===== src/sv/lcru_pkg.sv =====
// ----------------------------------------------------------------------------
// lcru_pkg
// Shared constants and types for the lattice coefficient rounding unit:
// modulus, gamma2 choices, reciprocal multipliers and the opcode set.
// ----------------------------------------------------------------------------
package lcru_pkg;

  // Modulus and half modulus used for centring
  localparam int unsigned Q      = 8380417;
  localparam int unsigned HALF_Q = (Q - 1) / 2;

  // Field widths
  localparam int unsigned COEFF_W = 23;
  localparam int unsigned LOW_W   = 24;
  localparam int unsigned HIGH_W  = 10;
  localparam int unsigned OUTLO_W = 19;

  // Power-of-two rounding
  localparam int unsigned D_BITS = 13;

  // gamma2 choices and their doubled values
  localparam int unsigned GAMMA2_88 = (Q - 1) / 88;
  localparam int unsigned GAMMA2_32 = (Q - 1) / 32;
  localparam int unsigned TWO_G_88  = 2 * GAMMA2_88;
  localparam int unsigned TWO_G_32  = 2 * GAMMA2_32;

  // Reciprocal multipliers for the bucket estimate, applied to (a+127)>>7
  localparam int unsigned MUL_88 = 11275;
  localparam int unsigned MUL_32 = 1025;

  // Bucket counts less one
  localparam int unsigned TOP_88 = 43;
  localparam int unsigned TOP_32 = 15;

  typedef enum logic [1:0] {
    OP_POWER2ROUND = 2'd0,
    OP_DECOMPOSE   = 2'd1,
    OP_MAKE_HINT   = 2'd2,
    OP_USE_HINT    = 2'd3
  } opcode_t;

endpackage


===== src/sv/lattice_coefficient_rounding_unit.sv =====
// ----------------------------------------------------------------------------
// lattice_coefficient_rounding_unit
// Five-stage pipeline for power2round, decompose, make-hint and use-hint.
// ----------------------------------------------------------------------------
// Usage
//   in_*  : request channel. in_tuser carries the opcode, in_tdata the
//           coefficient, low part, high part and hint bit.
//   out_* : result channel, one result per request, in request order.
//   cfg_* : gamma_mode, written with cfg_we while the unit is idle.
// Pipeline: a request passes through five register stages, and the last
//   is the output register that drives out_tvalid.
// Throughput: one request per cycle while out_tready is high. The rate
//   is set by the pipeline: the bucket reciprocal multiply, the bucket *
//   2*gamma2 product and the centring subtract each have a stage of their own.
// Reset: synchronous, active low. Clears all stage valid bits and sets
//   gamma_mode to 0 (gamma2 = (Q-1)/88).
// Stall: when out_tready is low the output holds; earlier stages keep
//   moving into empty slots, so in_tready stays high until the pipe is full.
// ----------------------------------------------------------------------------
module lattice_coefficient_rounding_unit
  import lcru_pkg::*;
(
  input  logic        clk,
  input  logic        rst_n,
  // request channel
  input  logic        in_tvalid,
  output logic        in_tready,
  input  logic [63:0] in_tdata,  // value_in[22:0], low_in[46:23], high_in[56:47],
                                 // hint_in[57], zero[63:58]
  input  logic [1:0]  in_tuser,  // opcode[1:0]
  // result channel
  output logic        out_tvalid,
  input  logic        out_tready,
  output logic [31:0] out_tdata, // high_out[9:0], low_out[28:10], hint_out[29],
                                 // zero[31:30]
  // configuration
  input  logic        cfg_we,
  input  logic        cfg_wdata
);

  // --------------------------------------------------------------------------
  // Configuration register
  // --------------------------------------------------------------------------
  logic gamma_mode_r;

  always_ff @(posedge clk) begin
    if (!rst_n) begin
      gamma_mode_r <= 1'b0;
    end else if (cfg_we) begin
      gamma_mode_r <= cfg_wdata;
    end
  end

  // --------------------------------------------------------------------------
  // Stage enables: a stage loads when it is empty or its content moves on
  // --------------------------------------------------------------------------
  logic v1_r, v2_r, v3_r, v4_r, v5_r;
  logic en1, en2, en3, en4, en5;

  assign en5 = !v5_r || out_tready;
  assign en4 = !v4_r || en5;
  assign en3 = !v3_r || en4;
  assign en2 = !v2_r || en3;
  assign en1 = !v1_r || en2;

  assign in_tready = en1;

  always_ff @(posedge clk) begin
    if (!rst_n) begin
      v1_r <= 1'b0;
      v2_r <= 1'b0;
      v3_r <= 1'b0;
      v4_r <= 1'b0;
      v5_r <= 1'b0;
    end else begin
      if (en1) v1_r <= in_tvalid;
      if (en2) v2_r <= v1_r;
      if (en3) v3_r <= v2_r;
      if (en4) v4_r <= v3_r;
      if (en5) v5_r <= v4_r;
    end
  end

  // --------------------------------------------------------------------------
  // Stage 1: reduce coefficient, make-hint compare
  // --------------------------------------------------------------------------
  logic [COEFF_W-1:0]      raw_val;
  logic signed [LOW_W-1:0] low_s;
  logic signed [LOW_W-1:0] g_s;
  logic                    hnz;

  logic [COEFF_W-1:0] s1_a_nxt, s1_a_r;
  logic               s1_mh_nxt, s1_mh_r;
  opcode_t            s1_op_r;
  logic               s1_hint_r;

  always_comb begin
    raw_val  = in_tdata[22:0];
    low_s    = $signed(in_tdata[46:23]);
    hnz      = (in_tdata[56:47] != '0);
    g_s      = gamma_mode_r ? $signed(LOW_W'(GAMMA2_32)) : $signed(LOW_W'(GAMMA2_88));
    // single conditional subtraction gives the standard representative
    s1_a_nxt = (raw_val >= COEFF_W'(Q)) ? (raw_val - COEFF_W'(Q)) : raw_val;
    // low part overflows into the high part
    s1_mh_nxt = (low_s > g_s) || (low_s < -g_s) || ((low_s == -g_s) && hnz);
  end

  always_ff @(posedge clk) begin
    if (en1) begin
      s1_a_r    <= s1_a_nxt;
      s1_mh_r   <= s1_mh_nxt;
      s1_op_r   <= opcode_t'(in_tuser);
      s1_hint_r <= in_tdata[57];
    end
  end

  // --------------------------------------------------------------------------
  // Stage 2: power2round split, bucket reciprocal multiply
  // --------------------------------------------------------------------------
  logic [COEFF_W:0]         sum127;
  logic [16:0]              hi7;
  logic [13:0]              mul_k;
  logic [COEFF_W:0]         sum_p2;
  logic signed [COEFF_W:0]  p2_lo_full;

  logic [HIGH_W-1:0]        s2_p2hi_nxt, s2_p2hi_r;
  logic signed [OUTLO_W-1:0] s2_p2lo_nxt, s2_p2lo_r;
  logic [30:0]              s2_prod_nxt, s2_prod_r;
  logic [COEFF_W-1:0]       s2_a_r;
  logic                     s2_mh_r, s2_hint_r;
  opcode_t                  s2_op_r;

  always_comb begin
    sum_p2      = {1'b0, s1_a_r} + (COEFF_W+1)'((1 << (D_BITS - 1)) - 1);
    s2_p2hi_nxt = sum_p2[D_BITS +: HIGH_W];
    p2_lo_full  = $signed({1'b0, s1_a_r}) -
                  $signed({1'b0, s2_p2hi_nxt, {D_BITS{1'b0}}});
    s2_p2lo_nxt = p2_lo_full[OUTLO_W-1:0];
    // bucket estimate on (a+127)>>7
    sum127      = {1'b0, s1_a_r} + (COEFF_W+1)'(127);
    hi7         = sum127[23:7];
    mul_k       = gamma_mode_r ? 14'(MUL_32) : 14'(MUL_88);
    s2_prod_nxt = 31'(hi7) * 31'(mul_k);
  end

  always_ff @(posedge clk) begin
    if (en2) begin
      s2_p2hi_r <= s2_p2hi_nxt;
      s2_p2lo_r <= s2_p2lo_nxt;
      s2_prod_r <= s2_prod_nxt;
      s2_a_r    <= s1_a_r;
      s2_mh_r   <= s1_mh_r;
      s2_hint_r <= s1_hint_r;
      s2_op_r   <= s1_op_r;
    end
  end

  // --------------------------------------------------------------------------
  // Stage 3: round the product to a bucket index, wrap the top bucket
  // --------------------------------------------------------------------------
  logic [31:0] rnd32, rnd88;
  logic [7:0]  b88;
  logic [5:0]  s3_dhi_nxt, s3_dhi_r;

  logic [HIGH_W-1:0]         s3_p2hi_r;
  logic signed [OUTLO_W-1:0] s3_p2lo_r;
  logic [COEFF_W-1:0]        s3_a_r;
  logic                      s3_mh_r, s3_hint_r;
  opcode_t                   s3_op_r;

  always_comb begin
    rnd32 = {1'b0, s2_prod_r} + 32'(1 << 21);
    rnd88 = {1'b0, s2_prod_r} + 32'(1 << 23);
    b88   = rnd88[31:24];
    if (gamma_mode_r) begin
      s3_dhi_nxt = {2'b00, rnd32[25:22]};
    end else if (b88 > 8'(TOP_88)) begin
      s3_dhi_nxt = '0;
    end else begin
      s3_dhi_nxt = b88[5:0];
    end
  end

  always_ff @(posedge clk) begin
    if (en3) begin
      s3_dhi_r  <= s3_dhi_nxt;
      s3_p2hi_r <= s2_p2hi_r;
      s3_p2lo_r <= s2_p2lo_r;
      s3_a_r    <= s2_a_r;
      s3_mh_r   <= s2_mh_r;
      s3_hint_r <= s2_hint_r;
      s3_op_r   <= s2_op_r;
    end
  end

  // --------------------------------------------------------------------------
  // Stage 4: low part a - hi * 2*gamma2
  // --------------------------------------------------------------------------
  logic [19:0]        two_g;
  logic [24:0]        hi_times_g;
  logic signed [24:0] s4_dlo_nxt, s4_dlo_r;

  logic [5:0]                s4_dhi_r;
  logic [HIGH_W-1:0]         s4_p2hi_r;
  logic signed [OUTLO_W-1:0] s4_p2lo_r;
  logic                      s4_mh_r, s4_hint_r;
  opcode_t                   s4_op_r;

  always_comb begin
    two_g      = gamma_mode_r ? 20'(TWO_G_32) : 20'(TWO_G_88);
    hi_times_g = 25'(s3_dhi_r) * 25'(two_g);
    s4_dlo_nxt = $signed({2'b00, s3_a_r}) - $signed(hi_times_g);
  end

  always_ff @(posedge clk) begin
    if (en4) begin
      s4_dlo_r  <= s4_dlo_nxt;
      s4_dhi_r  <= s3_dhi_r;
      s4_p2hi_r <= s3_p2hi_r;
      s4_p2lo_r <= s3_p2lo_r;
      s4_mh_r   <= s3_mh_r;
      s4_hint_r <= s3_hint_r;
      s4_op_r   <= s3_op_r;
    end
  end

  // --------------------------------------------------------------------------
  // Stage 5: centre low part, apply hint, select result (output register)
  // --------------------------------------------------------------------------
  logic signed [24:0]        lo_c;
  logic [5:0]                hi_up, hi_dn, hi_fix;
  logic [HIGH_W-1:0]         s5_high_nxt, s5_high_r;
  logic signed [OUTLO_W-1:0] s5_low_nxt, s5_low_r;
  logic                      s5_hint_nxt, s5_hint_r;
  opcode_t                   s5_op_r;

  always_comb begin
    lo_c = (s4_dlo_r > $signed(25'(HALF_Q))) ? (s4_dlo_r - $signed(25'(Q))) : s4_dlo_r;
    // neighbouring bucket, wrapped round the bucket count
    if (gamma_mode_r) begin
      hi_up = {2'b00, s4_dhi_r[3:0] + 4'd1};
      hi_dn = {2'b00, s4_dhi_r[3:0] - 4'd1};
    end else begin
      hi_up = (s4_dhi_r == 6'(TOP_88)) ? 6'd0 : (s4_dhi_r + 6'd1);
      hi_dn = (s4_dhi_r == 6'd0) ? 6'(TOP_88) : (s4_dhi_r - 6'd1);
    end
    if (!s4_hint_r) begin
      hi_fix = s4_dhi_r;
    end else if (lo_c > 25'sd0) begin
      hi_fix = hi_up;
    end else begin
      hi_fix = hi_dn;
    end

    s5_high_nxt = '0;
    s5_low_nxt  = '0;
    s5_hint_nxt = 1'b0;
    case (s4_op_r)
      OP_POWER2ROUND: begin
        s5_high_nxt = s4_p2hi_r;
        s5_low_nxt  = s4_p2lo_r;
      end
      OP_DECOMPOSE: begin
        s5_high_nxt = HIGH_W'(s4_dhi_r);
        s5_low_nxt  = lo_c[OUTLO_W-1:0];
      end
      OP_MAKE_HINT: begin
        s5_hint_nxt = s4_mh_r;
      end
      OP_USE_HINT: begin
        s5_high_nxt = HIGH_W'(hi_fix);
      end
      default: begin
        s5_high_nxt = '0;
      end
    endcase
  end

  always_ff @(posedge clk) begin
    if (en5) begin
      s5_high_r <= s5_high_nxt;
      s5_low_r  <= s5_low_nxt;
      s5_hint_r <= s5_hint_nxt;
      s5_op_r   <= s4_op_r;
    end
  end

  assign out_tvalid = v5_r;
  assign out_tdata  = {2'b00, s5_hint_r, s5_low_r, s5_high_r};

  // --------------------------------------------------------------------------
  // Assertions
  // --------------------------------------------------------------------------
  // bucket index stays within the bucket count of the current mode
  a_bucket_range: assert property (@(posedge clk) disable iff (!rst_n)
    v3_r |-> (gamma_mode_r ? (s3_dhi_r <= 6'(TOP_32)) : (s3_dhi_r <= 6'(TOP_88))))
    else $error("decompose bucket out of range");

  // power2round low part lies in (-2^(D-1), 2^(D-1)]
  a_p2_low: assert property (@(posedge clk) disable iff (!rst_n)
    (v2_r && (s2_op_r == OP_POWER2ROUND)) |->
      ((s2_p2lo_r <= $signed(OUTLO_W'(1 << (D_BITS - 1)))) &&
       (s2_p2lo_r > -$signed(OUTLO_W'(1 << (D_BITS - 1))))))
    else $error("power2round low part out of range");

  // centred decompose low part is within gamma2
  a_dec_low: assert property (@(posedge clk) disable iff (!rst_n)
    (v5_r && (s5_op_r == OP_DECOMPOSE)) |->
      (gamma_mode_r ?
        ((s5_low_r <= $signed(OUTLO_W'(GAMMA2_32))) &&
         (s5_low_r >= -$signed(OUTLO_W'(GAMMA2_32)))) :
        ((s5_low_r <= $signed(OUTLO_W'(GAMMA2_88))) &&
         (s5_low_r >= -$signed(OUTLO_W'(GAMMA2_88))))))
    else $error("decompose low part not centred");

  // a stalled result is never dropped by the pipe
  a_no_drop: assert property (@(posedge clk) disable iff (!rst_n)
    (v5_r && !out_tready) |=> (v5_r && $stable(s5_high_r) && $stable(s5_low_r)))
    else $error("stalled result lost");

endmodule


===== config.mk =====
export PLATFORM = sky130hd
export DESIGN_NAME = lattice_coefficient_rounding_unit
export DESIGN_NICKNAME = d
export VERILOG_FILES = /design/src/sv/lcru_pkg.sv /design/src/sv/lattice_coefficient_rounding_unit.sv
export SDC_FILE = /design/constraint.sdc
export NUM_CORES = 1
export LEC_CHECK = 0
export BUFFER_PORTS_ARGS = -buffer_cell sky130_fd_sc_hd__buf_2
export CAP_MARGIN = 0
export CORE_ASPECT_RATIO = 2
export CORE_MARGIN = 2
export CORE_UTILIZATION = 28
export CTS_BUF_LIST = sky130_fd_sc_hd__clkbuf_8
export CTS_CLUSTER_SIZE = 8
export DETAILED_ROUTE_END_ITERATION = 12
export SLEW_MARGIN = 10
export SYNTH_ARGS = -nofsm -noshare
export SYNTH_HDL_FRONTEND = slang
export SYNTH_SLANG_ARGS = --single-unit

===== constraint.sdc =====
create_clock -name clk -period 15.3 [get_ports clk]
set_input_delay 2.295 -clock clk [delete_from_list [all_inputs] [get_ports clk]]
set_output_delay 2.295 -clock clk [all_outputs]
set_load 0.01 [all_outputs]

======== Yosys cells after proc, flatten, opt, wreduce, memory -nomap -nowiden ========
Index checks and enable logic that the tools add are counted.
word-level totals
  bits in registers ....................... 276
  input port bits ......................... 72
  output and inout bits ................... 34
  logic and storage cells ................. 93
cells by class
  add/subtract/negate cells ............... 13
  $mul .................................... 2
  magnitude comparators ................... 6
  equal/unequal tests ..................... 5
  muxes and demuxes ....................... 15
  reductions and logical operators ........ 17
operator list
  cell                                                       count
  case mux 19 bit (2 select lines)                           1
  two-way mux 6 bit                                          6
  adder 31 x 24 -> 32 bit, second input constant             1
  multiplier 17 x 14 -> 31 bit                               1
  case mux 10 bit (3 select lines)                           1
  adder 26 x 22 -> 26 bit, second input constant             1
  > comparator 25 x 1 -> 1 bit, second input constant        1
  > comparator 25 x 23 -> 1 bit, second input constant       1
  multiplier 6 x 19 -> 25 bit                                1
  two-way mux 25 bit                                         1
  subtractor 24 x 25 -> 25 bit                               1
  subtractor 25 x 24 -> 25 bit, second input constant        1
  adder 23 x 7 -> 24 bit, second input constant              1
  equality test 24 bit                                       1
  > comparator 24 x 19 -> 1 bit                              1
  less-than comparator 24 bit                                1
  negator 18 -> 24 bit                                       1
  adder 23 x 12 -> 23 bit, second input constant             1
  greater-or-equal comparator 23 bit, second input constant  1
  two-way mux 23 bit                                         1
  subtractor 23 bit, second input constant                   1
  two-way mux 19 bit                                         1
  subtractor 19 bit                                          1
  two-way mux 18 bit                                         1
  17 further kinds                                           29

======== Logic depth before layout (Yosys ltp) ========
Gate-level depths: netlist of run 1.
  depth in word-level cells ............... 6
  mapped depth ............................ 28
  mapped depth without buffers ............ 28

======== Least setup slack after synthesis of run 1 ========
OpenSTA, ideal clock, no wires.
  kind .................................... reg-to-reg
  from .................................... reg s1_a_r[2]
  to ...................................... reg s2_prod_r[29], data pin
  setup time .............................. 0.258 ns
  data arrival time ....................... 6.069 ns
  required time ........................... 15.042 ns
  path slack .............................. 8.973 ns
  stages on the path, launching flop included .. 28
  path buffers ............................ 0
  period minus slack after synthesis ...... 6.327 ns
  cells stage by stage .................... edfxtp_1 nor4_1 nand2_1 and4_1 nand3_1 nor2_1 nand3_1 nor2_1 xnor2_1 nor2_1 ha_1 ha_1 inv_1 fa_1 inv_1 fa_1 inv_1 fa_1 inv_1 ha_1 and3_1 a221oi_1 o31ai_1 a41o_1 o31ai_1 o2111ai_1 a21oi_1 xnor2_1
on the way
  longest elaborated chain between the ends .. 2
ends and longest elaborated chain
  item                          RTL line                                  RTL
  start, declared               lattice_coefficient_rounding_unit.sv:92   logic [COEFF_W-1:0] s1_a_nxt, s1_a_r;
  start signal, assigned        lattice_coefficient_rounding_unit.sv:110  s1_a_r <= s1_a_nxt;
  adder 23 x 7 -> 24 bit        lattice_coefficient_rounding_unit.sv:140  sum127 = {1'b0, s1_a_r} + (COEFF_W+1)'(127);
  multiplier 17 x 14 -> 31 bit  lattice_coefficient_rounding_unit.sv:143  s2_prod_nxt = 31'(hi7) * 31'(mul_k);
  net s2_prod_nxt[29]           lattice_coefficient_rounding_unit.sv:128  logic [30:0] s2_prod_nxt, s2_prod_r;
  end signal, assigned          lattice_coefficient_rounding_unit.sv:150  s2_prod_r <= s2_prod_nxt;
  end, declared                 lattice_coefficient_rounding_unit.sv:128
The timed path passes the listed nets, and every way through them passes these cells.
A chain may end at the register's enable or synchronous reset.

======== Worst setup path after layout of run 1 ========
Ends and elaborated chain as after synthesis.

==> impl_results.md, run 1 <==
- Synth-to-layout area growth: 11.8%
- Max_cap viols: 0
- Cells after Synth: 1,354
- Worst Path Required: 15.58 ns
- Post-layout nets: 1,782
- Share of the synthesized area in the top cell type: 43.2%
- CP startpoint: s1_a_r[2]$_DFFE_PP_
- HP Class: flip-flop to flip-flop
- Final Non-Filler Cells: 2,152
- Vias in the first global route: 11,100
- Startpoint Class: flip-flop
- Slew @ Worst Pin: 1.06 ns
- Residual DRC: 0
- Total CTS buffers: 35
- Post-synth top area cell: edfxtp_1
- WL/cell: 16.9 um
- Post-route ant nets: 0
- Most frequent CP cell: inv_1
- CP Capture Type: flip-flop
- Global route overflow: 0
- Root buf cell: clkbuf_8
- Fin util: 31.6%
- Buffers on Ports: 97
- CP max stage cell: fa_1
- Max H-tree Level: 2
- Final setup fails: 0
- Max stage delay on crit path: 0.53 ns
- Ys async rst share: 0%
- Most common cell after layout, fill and taps aside: edfxtp_1
- Critical path class: flip-flop to flip-flop
- Top cells by area, synth: edfxtp_1 (43%), ha_1 (14%), fa_1 (11%), inv_1 (4.9%), xnor2_1 (2.9%)
- Synth Flop Type: edfxtp_1
- First-pass GRT wire length: 57,600 um
- CTS Buffer Depth: 3
- Commonest non-fill, non-tap cells in the layout: edfxtp_1 (220), inv_1 (209), ha_1 (170)
- Number of flops mapped to enable cells by yosys: 220
- Pre-Repair DR Iteration Count: 5
- Sequential area share after synthesis: 44.0%
- Lkg Pwr: 0.00735 uW
- Iter 0 DRT Violations: 388
- Hold Buf Count CTS: 0
- Via-to-Cell Ratio: 4.73
- Die Wd: 169 um
- Final Max Tran Viols: 0
- RSZ-0062 raised after global routing: no
- Cell count after placement: 2,097
- Mean Syn Cell Area: 11.3 um2
- Antenna violations before repair: 6
- Floorplan row count: 121
- CTS sink count: 226
- Slew headroom: 29.1%
- Routability-driven placement congestion ratio: 0.880
- Post-Syn Area: 15,300 um2
- Yosys reg bits: 226
- Setup TNS: 0 ns
- Final hold vios: 0
- Worst skew pair latency: 0.54 ns
- Achievable clock frequency: 133 MHz
- Power Dens Cells: 213 nW/um2
- IO Pins: 106
- Clock slew at reported path FFs: 0.05 ns
- HPWL after DPL: 30,300 um
- Synth warn: 0
- Layout cells sized above 1: 11.1%
- GR Util All Layers: 13.2%
- Die area: 56,600 um2
- Post-CTS Setup Repair Bufs: 0
- Die Height: 335 um
- Initial core utilization: 28.2%
- Core area: 54,200 um2
- Crit Path Max Fanout: 5
- Hold path startpoint: s3_hint_r$_DFFE_PP_
- TritonCTS clock tree: done
- Worst r2r src: s1_a_r[2]$_DFFE_PP_
- Skew final: 0.0233 ns
- Period minus WS final: 7.52 ns
- VDD IR max: 0.203 mV
- Unique masters post-synth: 78
- Cells resized by post-CTS repair: 0
- Total power: 3640 uW
- Via count: 10,200
- Largest net degree at the start of global routing: 62
- Routed WL: 36,500 um
- Final period utilization: 49.1%
- Status: complete, no violations
- Critical Path AT: 7.80 ns
-- worst paths after layout --
kind / slack, ns / to / depth (start not counted)
hold / removal: 0.41 / s4_hint_r$_DFFE_PP_ / 0
setup / recovery: 7.78 / s2_prod_r[29]$_DFFE_PP_ / 27
setup reg to reg: 7.78 / s2_prod_r[29]$_DFFE_PP_ / 27
hold reg to reg: 0.41 / s4_hint_r$_DFFE_PP_ / 0
-- worst max-delay path: cells and delay by family (launching register included) --
family / cells / cell delay (ns)
adder cells (fa/ha/maj): 6 / 2.55
AND/OR/NAND/NOR: 9 / 1.83
AO/OA/AOI/OAI: 6 / 1.74
XOR/XNOR: 2 / 0.54
flip-flops: 1 / 0.37
buffers and inverters: 4 / 0.23
-- Yosys cell counts, types with 5 or more instances --
| library cell | number |
|---|---|
| or3_1 | 9 |
| nand4_1 | 18 |
| ha_1 | 170 |
| xor2_1 | 36 |
| nand2_1 | 82 |
| and2_1 | 20 |
| mux2i_1 | 8 |
| nand4b_1 | 5 |
| nand3_1 | 27 |
| a311oi_1 | 5 |
| clkbuf_1 | 27 |
| nor2_1 | 113 |
| a21boi_0 | 6 |
| dfxtp_1 | 6 |
| nor3_1 | 32 |
| fa_1 | 82 |
| xnor2_1 | 50 |
| inv_1 | 201 |
| o21ai_0 | 26 |
| and3_1 | 8 |
| or2_2 | 5 |
| o21a_1 | 11 |
| nor4_1 | 14 |
| a31oi_1 | 7 |
| nor2b_1 | 14 |
| edfxtp_1 | 220 |
| o31ai_1 | 8 |
| or4_1 | 6 |
| a21oi_1 | 31 |
| a21o_1 | 6 |
| a211oi_1 | 20 |
-- layer usage --
layer	GRT usage, %	routed length, um	part of all wire [%]
met1	10.4	10500	29
met2	28.0	21900	60
met3	1.19	904	2.5
met4	10.1	3060	8.4
met5	0	10	0.027
-- state kept, by name, summed over array words and instances (netlist names), 2 cells and up --
signal / count
s5_high_r: 10
s1_a_r: 23
s2_prod_r: 10
s4_op_r: 2
s3_a_r: 10
s3_p2hi_r: 10
s4_p2hi_r: 10
s3_op_r: 2
s2_p2hi_r: 10
s2_p2lo_r: 19
s1_op_r: 2
s5_low_r: 19
s2_a_r: 10
s3_p2lo_r: 19
s3_dhi_r: 6
s4_p2lo_r: 16
s4_dhi_r: 6
s4_dlo_r: 25
s2_op_r: 2
-- final cells by class --
cell class	count	area (um2)
Clock buffer	37	509
Tap cell	676	846
Clock inverter	15	66.3
Sequential cell	226	6730
Antenna cell	3	7.51
Timing Repair Buffer	104	538
Inverter	202	758
Multi-Input combinational cell	889	7660
Fill cell	5532	37100
-- report_power, final --
group	switching [uW]	internal, uW	total, uW
Sequential	120	899	1020
Clock	226	220	446
Combinational	1210	959	2170
-- kinds of logic (layout without fill, tap and decap cells) --
kind of cell,Yosys count,count (layout),synth area share [%]
simple gates,372,372,12.0
fa+ha+maj,253,253,24.7
buf+inv,240,358,6.06
flops,226,226,44.0
compound gates,168,168,7.82
xor+xnor,86,86,4.92
mux,8,8,0.523
other cells,1,5,0.0245
-- per-stage QoR --
step                hold slack (ns)  area (um2)  worst slack [ns]
finish                        0.410       17100              7.78
global route                  0.421       17100              7.32
CTS                           0.413       17100              7.76
detailed placement            0.405       16500              7.77
global placement              0.401       16500              7.86
floorplan                     0.400       15300              8.97
Note: power is estimated with default switching activity, not from simulation.
==> run 2: changes to the inputs <==
clock period = 7 ns   (was 15.3 ns; I/O delays follow)
==> run 2 against run 1 <==
Net effect: via count is 1.4% higher; highest routed layer unchanged; register-to-register slack worse by 7.4 ns; global-route usage grew 0.19 points.
==> impl_results.md, run 2 (synthesis gave the netlist of run 1 again) <==
- Status: complete, no violations
- WP buf/inv: 4 (unchanged)
- Die area: 56,600 um2 (unchanged)
- Largest register FFs: 25 (unchanged)
- Final setup fails: 0 (unchanged)
- Layout cells sized above 1: 12.8% (+1.7 points)
- Residual DRC: 0 (unchanged)
- Max H-tree Level: 2 (unchanged)
- WHS: 0.408 ns (-0.00259 ns)
- Slew @ Worst Pin: 1.07 ns (+0.00194 ns)
- Final Max Tran Viols: 0 (unchanged)
- Most frequent CP cell: ha_1
- Crit Path Max Fanout: 4 (-1)
- Clock slew at reported path FFs: 0.06 ns (about the same)
- Antenna violations before repair: 5 (-1)
- Vias in the first global route: 11,300 (+1.7%)
- VDD IR max: 0.516 mV (+150%)
- Core area: 54,200 um2 (unchanged)
- Via count: 10,300 (+1.4%)
- Worst skew pair latency: 0.54 ns (about the same)
- CTS sink count: 226 (unchanged)
- Synth-to-layout area growth: 13.0%
- Fillers: 5,487 (-0.81%)
- WL/cell: 17.3 um (+1.9%)
- Largest net degree at the start of global routing: 62 (unchanged)
- Floorplan row count: 121 (unchanged)
- Top reg by flops: s4_dlo_r
- CP max stage cell: fa_1
- Initial core utilization: 28.2% (unchanged)
- Skew final: 0.0280 ns (+0.00476 ns)
- Pre-Repair DR Iteration Count: 4 (-1)
- IO Pins: 106 (unchanged)
- Final hold vios: 0 (unchanged)
- Pre-CTS setup slack: 0.0807 ns (-7.69 ns)
- Commonest non-fill, non-tap cells in the layout: edfxtp_1 (220), inv_1 (209), ha_1 (170)
- Critical Path AT: 6.91 ns (-0.89 ns)
- Total CTS buffers: 34 (-2.9%)
- Startpoint Class: flip-flop
- CTS Buffer Depth: 3 (unchanged)
- Via-to-Cell Ratio: 4.75 (+0.51%)
- Max stage delay on crit path: 0.53 ns (about the same)
- Setup ws final: 0.369 ns (-7.41 ns)
- Worst Path Required: 7.28 ns (-8.30 ns)
- Critical path class: flip-flop to flip-flop
- Hold Buf Count CTS: 0 (unchanged)
- Lkg Pwr: 0.00747 uW (+1.6%)
- Die Wd: 169 um (unchanged)
- Largest regs: s4_dlo_r (25), s1_a_r (23)
- Final period utilization: 94.7% (+46 points)
- First-pass GRT wire length: 58,300 um (+1.1%)
- Iter 0 DRT Violations: 458 (+18%)
- Period minus WS final: 6.63 ns (-0.888 ns)
- Delay-heaviest family, CP: adder cells
- Power Dens Cells: 468 nW/um2 (+120%)
- Fin util: 31.9% (+0.34 points)
- Buffers on Ports: 97 (unchanged)
- Routed WL: 37,500 um (+2.8%)
- Setup TNS: 0 ns (unchanged)
- RSZ-0062 raised after global routing: no
- Max_cap viols: 0 (unchanged)
- HPWL after DPL: 31,100 um (+2.4%)
- Global route overflow: 0 (unchanged)
- CP Capture Type: flip-flop
- GR Util All Layers: 13.4% (+0.19 points)
- HP Class: flip-flop to flip-flop
- Die Height: 335 um (unchanged)
- Slew headroom: 28.4% (-0.72 points)
- Post-route ant nets: 0 (unchanged)
- TritonCTS clock tree: done
- Root buf cell: clkbuf_8
- Routability-driven placement congestion ratio: 0.893 (+1.5%)
- Achievable clock frequency: 151 MHz (+13%)
- Most common cell after layout, fill and taps aside: edfxtp_1
- Post-layout nets: 1,806 (+1.3%)
[run 2: area by class of cell]
class                           instances  area (um2)  area share [%]
Clock buffer                           36         495            2.86
Clock inverter                         11        52.6           0.304
Inverter                              202         758            4.38
Tap cell                              676         846            4.89
Multi-Input combinational cell        889        7690            44.4
Sequential cell                       226        6730            38.9
Timing Repair Buffer                  129         726            4.20
Antenna cell                            2        5.00          0.0289
[run 2: timing repair]
item | CTS | global route
buffers inserted | 0 | 1
setup endpoints to repair | 0 | 4
hold endpoints to repair | 0 | 0
gates resized for setup | 0 | 4
[run 2: worst reg2reg max path, cell delays in order, from the launching register on]
cell	delay (ns)
edfxtp_1	0.39
nor4_2	0.30
nand2_1	0.12
and4_1	0.26
nand3_1	0.19
buf_4	0.17
nor2_1	0.05
xnor2_1	0.32
nor2_1	0.16
ha_1	0.36
inv_1	0.06
fa_1	0.49
inv_1	0.05
ha_1	0.31
fa_1	0.53
fa_1	0.50
ha_1	0.31
ha_1	0.32
a21o_1	0.16
a21oi_1	0.18
o22ai_1	0.10
a41o_1	0.29
o31ai_2	0.28
buf_4	0.18
o21bai_1	0.06
a21oi_1	0.17
xnor2_1	0.07
[run 2: where the power goes]
| part | switching [uW] | leakage [uW] | internal [uW] |
|---|---|---|---|
| Sequential | 256 | 0.00239 | 1960 |
| Combinational | 2710 | 0.00476 | 2200 |
| Clock | 495 | 0.000313 | 467 |
| Total | 3460 | 0.00747 | 4630 |
[run 2: per-layer routing]
metal  global-route usage, %  up-vias  wire length [um]
li1                        -     4965                 -
met1                    10.4     5044             11100
met2                    28.6      196             22400
met3                    1.00      115               753
met4                    10.3        2              3190
met5                       0        -                12
[run 2: through the flow]
stage / total power (uW) / std cells / instance area, um2
2_1_floorplan: 5750 / 1355 / 15300
3_3_place_gp: 7060 / 2121 / 16700
3_5_place_dp: 7190 / 2121 / 16700
4_1_cts: 8200 / 2168 / 17300
5_1_grt: 8870 / 2171 / 17300
6_report: 8100 / 2171 / 17300
[run 2: final timing paths]
kind                            slack [ns]           startpoint  depth (start not counted)                       to
worst min register to register        0.41  s3_hint_r$_DFFE_PP_                          0      s4_hint_r$_DFFE_PP_
worst max-delay path                  0.37  s1_a_r[2]$_DFFE_PP_                         26  s2_prod_r[27]$_DFFE_PP_
worst min-delay path                  0.41  s3_hint_r$_DFFE_PP_                          0      s4_hint_r$_DFFE_PP_
worst max register to register        0.37  s1_a_r[2]$_DFFE_PP_                         26  s2_prod_r[27]$_DFFE_PP_
==> run 3: changes to the inputs <==
ABC_AREA = 1   (was default)
==> run 3 against run 2 <==
Net effect: die area rose by 3.1%; global-route usage increased by 0.62 points; critical path type unchanged; first-iteration DRC count increased by 7.4%; sequential power about the same; clock power fell by 1%; fmax increased by 2.5%; largest cell class unchanged.
==> impl_results.md, run 3 <==
- Status: complete, no violations
- Setup ws final: 0.531 ns (+0.162 ns)
- Commonest non-fill, non-tap cells in the layout: inv_1 (328), nand2_1 (278), edfxtp_1 (220)
- Routed WL: 39,300 um (+4.8%)
- Max H-tree Level: 2 (unchanged)
- Setup TNS: 0 ns (unchanged)
- Achievable clock frequency: 155 MHz (+2.5%)
- Buffers on Ports: 97 (unchanged)
- Busiest grt layer: met2
- Floorplan row count: 123 (+1.7%)
- Period minus WS final: 6.47 ns (-0.162 ns)
- Startpoint Class: flip-flop
- TritonCTS clock tree: done
- Via-to-Cell Ratio: 4.49 (-5.5%)
- Power Dens Cells: 472 nW/um2 (+0.92%)
- Clock slew at reported path FFs: 0.07 ns (about the same)
- CTS Buffer Depth: 3 (unchanged)
- Initial core utilization: 28.2% (-0.068 points)
- Synth Flop Type: edfxtp_1
- Die area: 58,400 um2 (+3.1%)
- Most frequent CP cell: nand2_1
- IO Pins: 106 (unchanged)
- RSZ-0062 raised after global routing: no
- Die Height: 340 um (+1.5%)
- Total CTS buffers: 34 (unchanged)
- Via count: 11,300 (+9.2%)
- Routability-driven placement congestion ratio: 0.975 (+9.2%)
- Final setup fails: 0 (unchanged)
- Residual DRC: 0 (unchanged)
- Synth-to-layout area growth: 13.1% (about the same)
- Pre-CTS setup slack: 0.193 ns (+0.113 ns)
- Cell count after placement: 2,450 (+16%)
- Critical Path AT: 6.75 ns (-0.16 ns)
- Skew final: 0.0352 ns (+0.00715 ns)
- Commonest cells in the netlist: inv_1 (317), nand2_1 (278), edfxtp_1 (220)
- Hold Buf Count CTS: 0 (unchanged)
- Reg-to-reg slack, setup: 0.53 ns (+0.16 ns)
- Worst r2r src: s1_a_r[0]$_DFFE_PP_
- Hold path startpoint: s2_a_r[21]$_DFFE_PP_
- Top-count cell post-synth: inv_1
- Fillers: 5,810 (+5.9%)
- CP endpoint: s2_prod_r[29]$_DFFE_PP_
- Global route overflow: 0 (unchanged)
- Reg2Reg Depth: 40 (+54%)
- VDD IR max: 0.420 mV (-19%)
- CTS sink count: 226 (unchanged)
- Post-layout nets: 2,060 (+14%)
- Root buf cell: clkbuf_8
- Antenna violations before repair: 6 (+1)
- Top reg by flops: s4_dlo_r
- Slew @ Worst Pin: 1.12 ns (+0.0563 ns)
- Max stage delay on crit path: 0.55 ns (+0.02 ns)
- Layout cells sized above 1: 11.8% (-1.0 points)
- Yosys reg bits: 226 (unchanged)
- Sequential area share after synthesis: 42.6% (-1.3 points)
- HPWL after DPL: 33,000 um (+6.2%)
- Worst Path Required: 7.28 ns (about the same)
- Top cells by area, synth: edfxtp_1 (42%), ha_1 (13%), fa_1 (10%), inv_1 (7.5%), nand2_1 (6.6%)
- CP max stage cell: fa_1
- Ys async rst share: 0% (unchanged)
- Largest net degree at the start of global routing: 63 (+1.6%)
- Worst skew pair latency: 0.55 ns (about the same)
- CP Capture Type: flip-flop
- Critical path class: flip-flop to flip-flop
- M2 GR Usage: 29.2% (+0.58 points)
- CP startpoint: s1_a_r[0]$_DFFE_PP_
- Final Max Tran Viols: 0 (unchanged)
- Final Non-Filler Cells: 2,508 (+16%)
- Unique masters post-synth: 50 (-36%)
- Largest regs: s4_dlo_r (25), s1_a_r (23)
- Post-Syn Area: 15,800 um2 (+3.1%)
- Largest register FFs: 25 (unchanged)
- Die Wd: 172 um (+1.5%)
- Met1 usage: 11.1% (+0.68 points)
- Core area: 56,000 um2 (+3.4%)
- Cells after Synth: 1,603 (+18%)
- Most common cell after layout, fill and taps aside: inv_1
- Synth warn: 0 (unchanged)
- Mean Syn Cell Area: 9.84 um2 (-13%)
- Post-route ant nets: 0 (unchanged)
- Final period utilization: 92.4% (-2.3 points)
- Reg-to-reg endpoint: s2_prod_r[29]$_DFFE_PP_
- WL/cell: 15.7 um (-9.3%)
- Vias in the first global route: 12,200 (+7.9%)
- Max_cap viols: 0 (unchanged)
- HP Class: flip-flop to flip-flop
- Iter 0 DRT Violations: 492 (+7.4%)
- Number of flops mapped to enable cells by yosys: 220 (unchanged)
- First-pass GRT wire length: 62,400 um (+7.1%)
- Lkg Pwr: 0.00837 uW (+12%)
- Crit Path Max Fanout: 4 (unchanged)
- Slew headroom: 25.2% (-3.2 points)
- Pre-Repair DR Iteration Count: 7 (+3)
- Share of the synthesized area in the top cell type: 41.9% (-1.3 points)
- Post-synth top area cell: edfxtp_1
- GR Layer Usage met3: 1.39% (+0.38 points)
- Final hold vios: 0 (unchanged)
- GR Util All Layers: 14.0% (+0.62 points)
- WHS: 0.400 ns (-0.00791 ns)
-- run 3: changes by cell type in the layout (fill, tap and decap cells not counted), moves of 10 or more --
cell      delta
a211oi_1    -17
a21oi_1     +36
and2_1      -20
buf_4       -12
inv_1      +119
nand2_1    +198
nand3_1     +28
nor2_2      +14
nor2b_1     -14
nor3_1      -14
o21a_1      -10
o21ai_0     +29
xnor2_1     -33
xor2_1      +23
-- run 3: where the power goes --
part           internal, uW  switching (uW)  total [uW]
logic                  2140            3120        5260
registers              2010             210        2220
clock network           460             490         950
total                  4600            3820        8430
-- run 3: layout make-up --
class | instances | area (um2) | area share, %
flip-flops and latches | 226 | 6730 | 37.7
clock buffers | 35 | 482 | 2.70
diodes | 5 | 12.5 | 0.0701
inverters | 321 | 1200 | 6.75
repair buffers | 117 | 636 | 3.56
multi-input cells | 1036 | 7760 | 43.5
clock inverters | 18 | 80.1 | 0.449
well taps | 750 | 938 | 5.26
-- run 3: per-layer routing --
layer	vias up	share of wire (%)
li1	5496	-
met5	-	0.089
met4	6	8.5
met2	254	59
met3	146	2.9
met1	5365	29
-- run 3: timing repair --
item                                    in CTS  in global routing
buffers inserted                             0                  0
endpoints found under the setup margin       0                  8
gates resized for setup                      0                 14
-- run 3: cell families (layout without fill, tap and decap cells) --
group	count (synthesis)	after routing	synth area share [%]
AOI/OAI and AO/OA	161	161	5.73
other	1	7	0.0238
adders and majority gates	252	252	23.9
xor gates and xnor gates	76	76	4.22
DFF	226	226	42.6
buffers and inverters	342	491	8.42
and+or+nand+nor	545	545	15.1
-- run 3: metrics by stage --
stage | area, um2 | total power (uW) | utilization [%]
after global routing | 17800 | 9330 | 31.8
after global placement | 17200 | 7350 | 30.8
final | 17800 | 8430 | 31.9
after CTS | 17800 | 8470 | 31.8
after detailed placement | 17200 | 7490 | 30.8
after floorplan | 15800 | 6200 | -
-- run 3: worst min path at each step --
stage | slack (ns) | end | depth (start not counted)
3_5_place_dp | 0.40 | s3_a_r[21]$_DFFE_PP_ | 0
3_3_place_gp | 0.40 | s3_a_r[15]$_DFFE_PP_ | 0
2_1_floorplan | 0.40 | s2_hint_r$_DFFE_PP_ | 0
4_1_cts | 0.40 | s3_a_r[21]$_DFFE_PP_ | 0
5_1_grt | 0.41 | s4_p2hi_r[4]$_DFFE_PP_ | 0
6_report | 0.40 | s3_a_r[21]$_DFFE_PP_ | 0
-- run 3: critical path: cells and delay by family, from the launching register on --
family	cells	cell delay [ns]
adder cells (fa/ha/maj)	6	2.54
AND/OR/NAND/NOR	22	2.23
XOR/XNOR	1	0.13
AO/OA/AOI/OAI	3	0.35
flip-flops	1	0.36
buffers and inverters	8	0.60
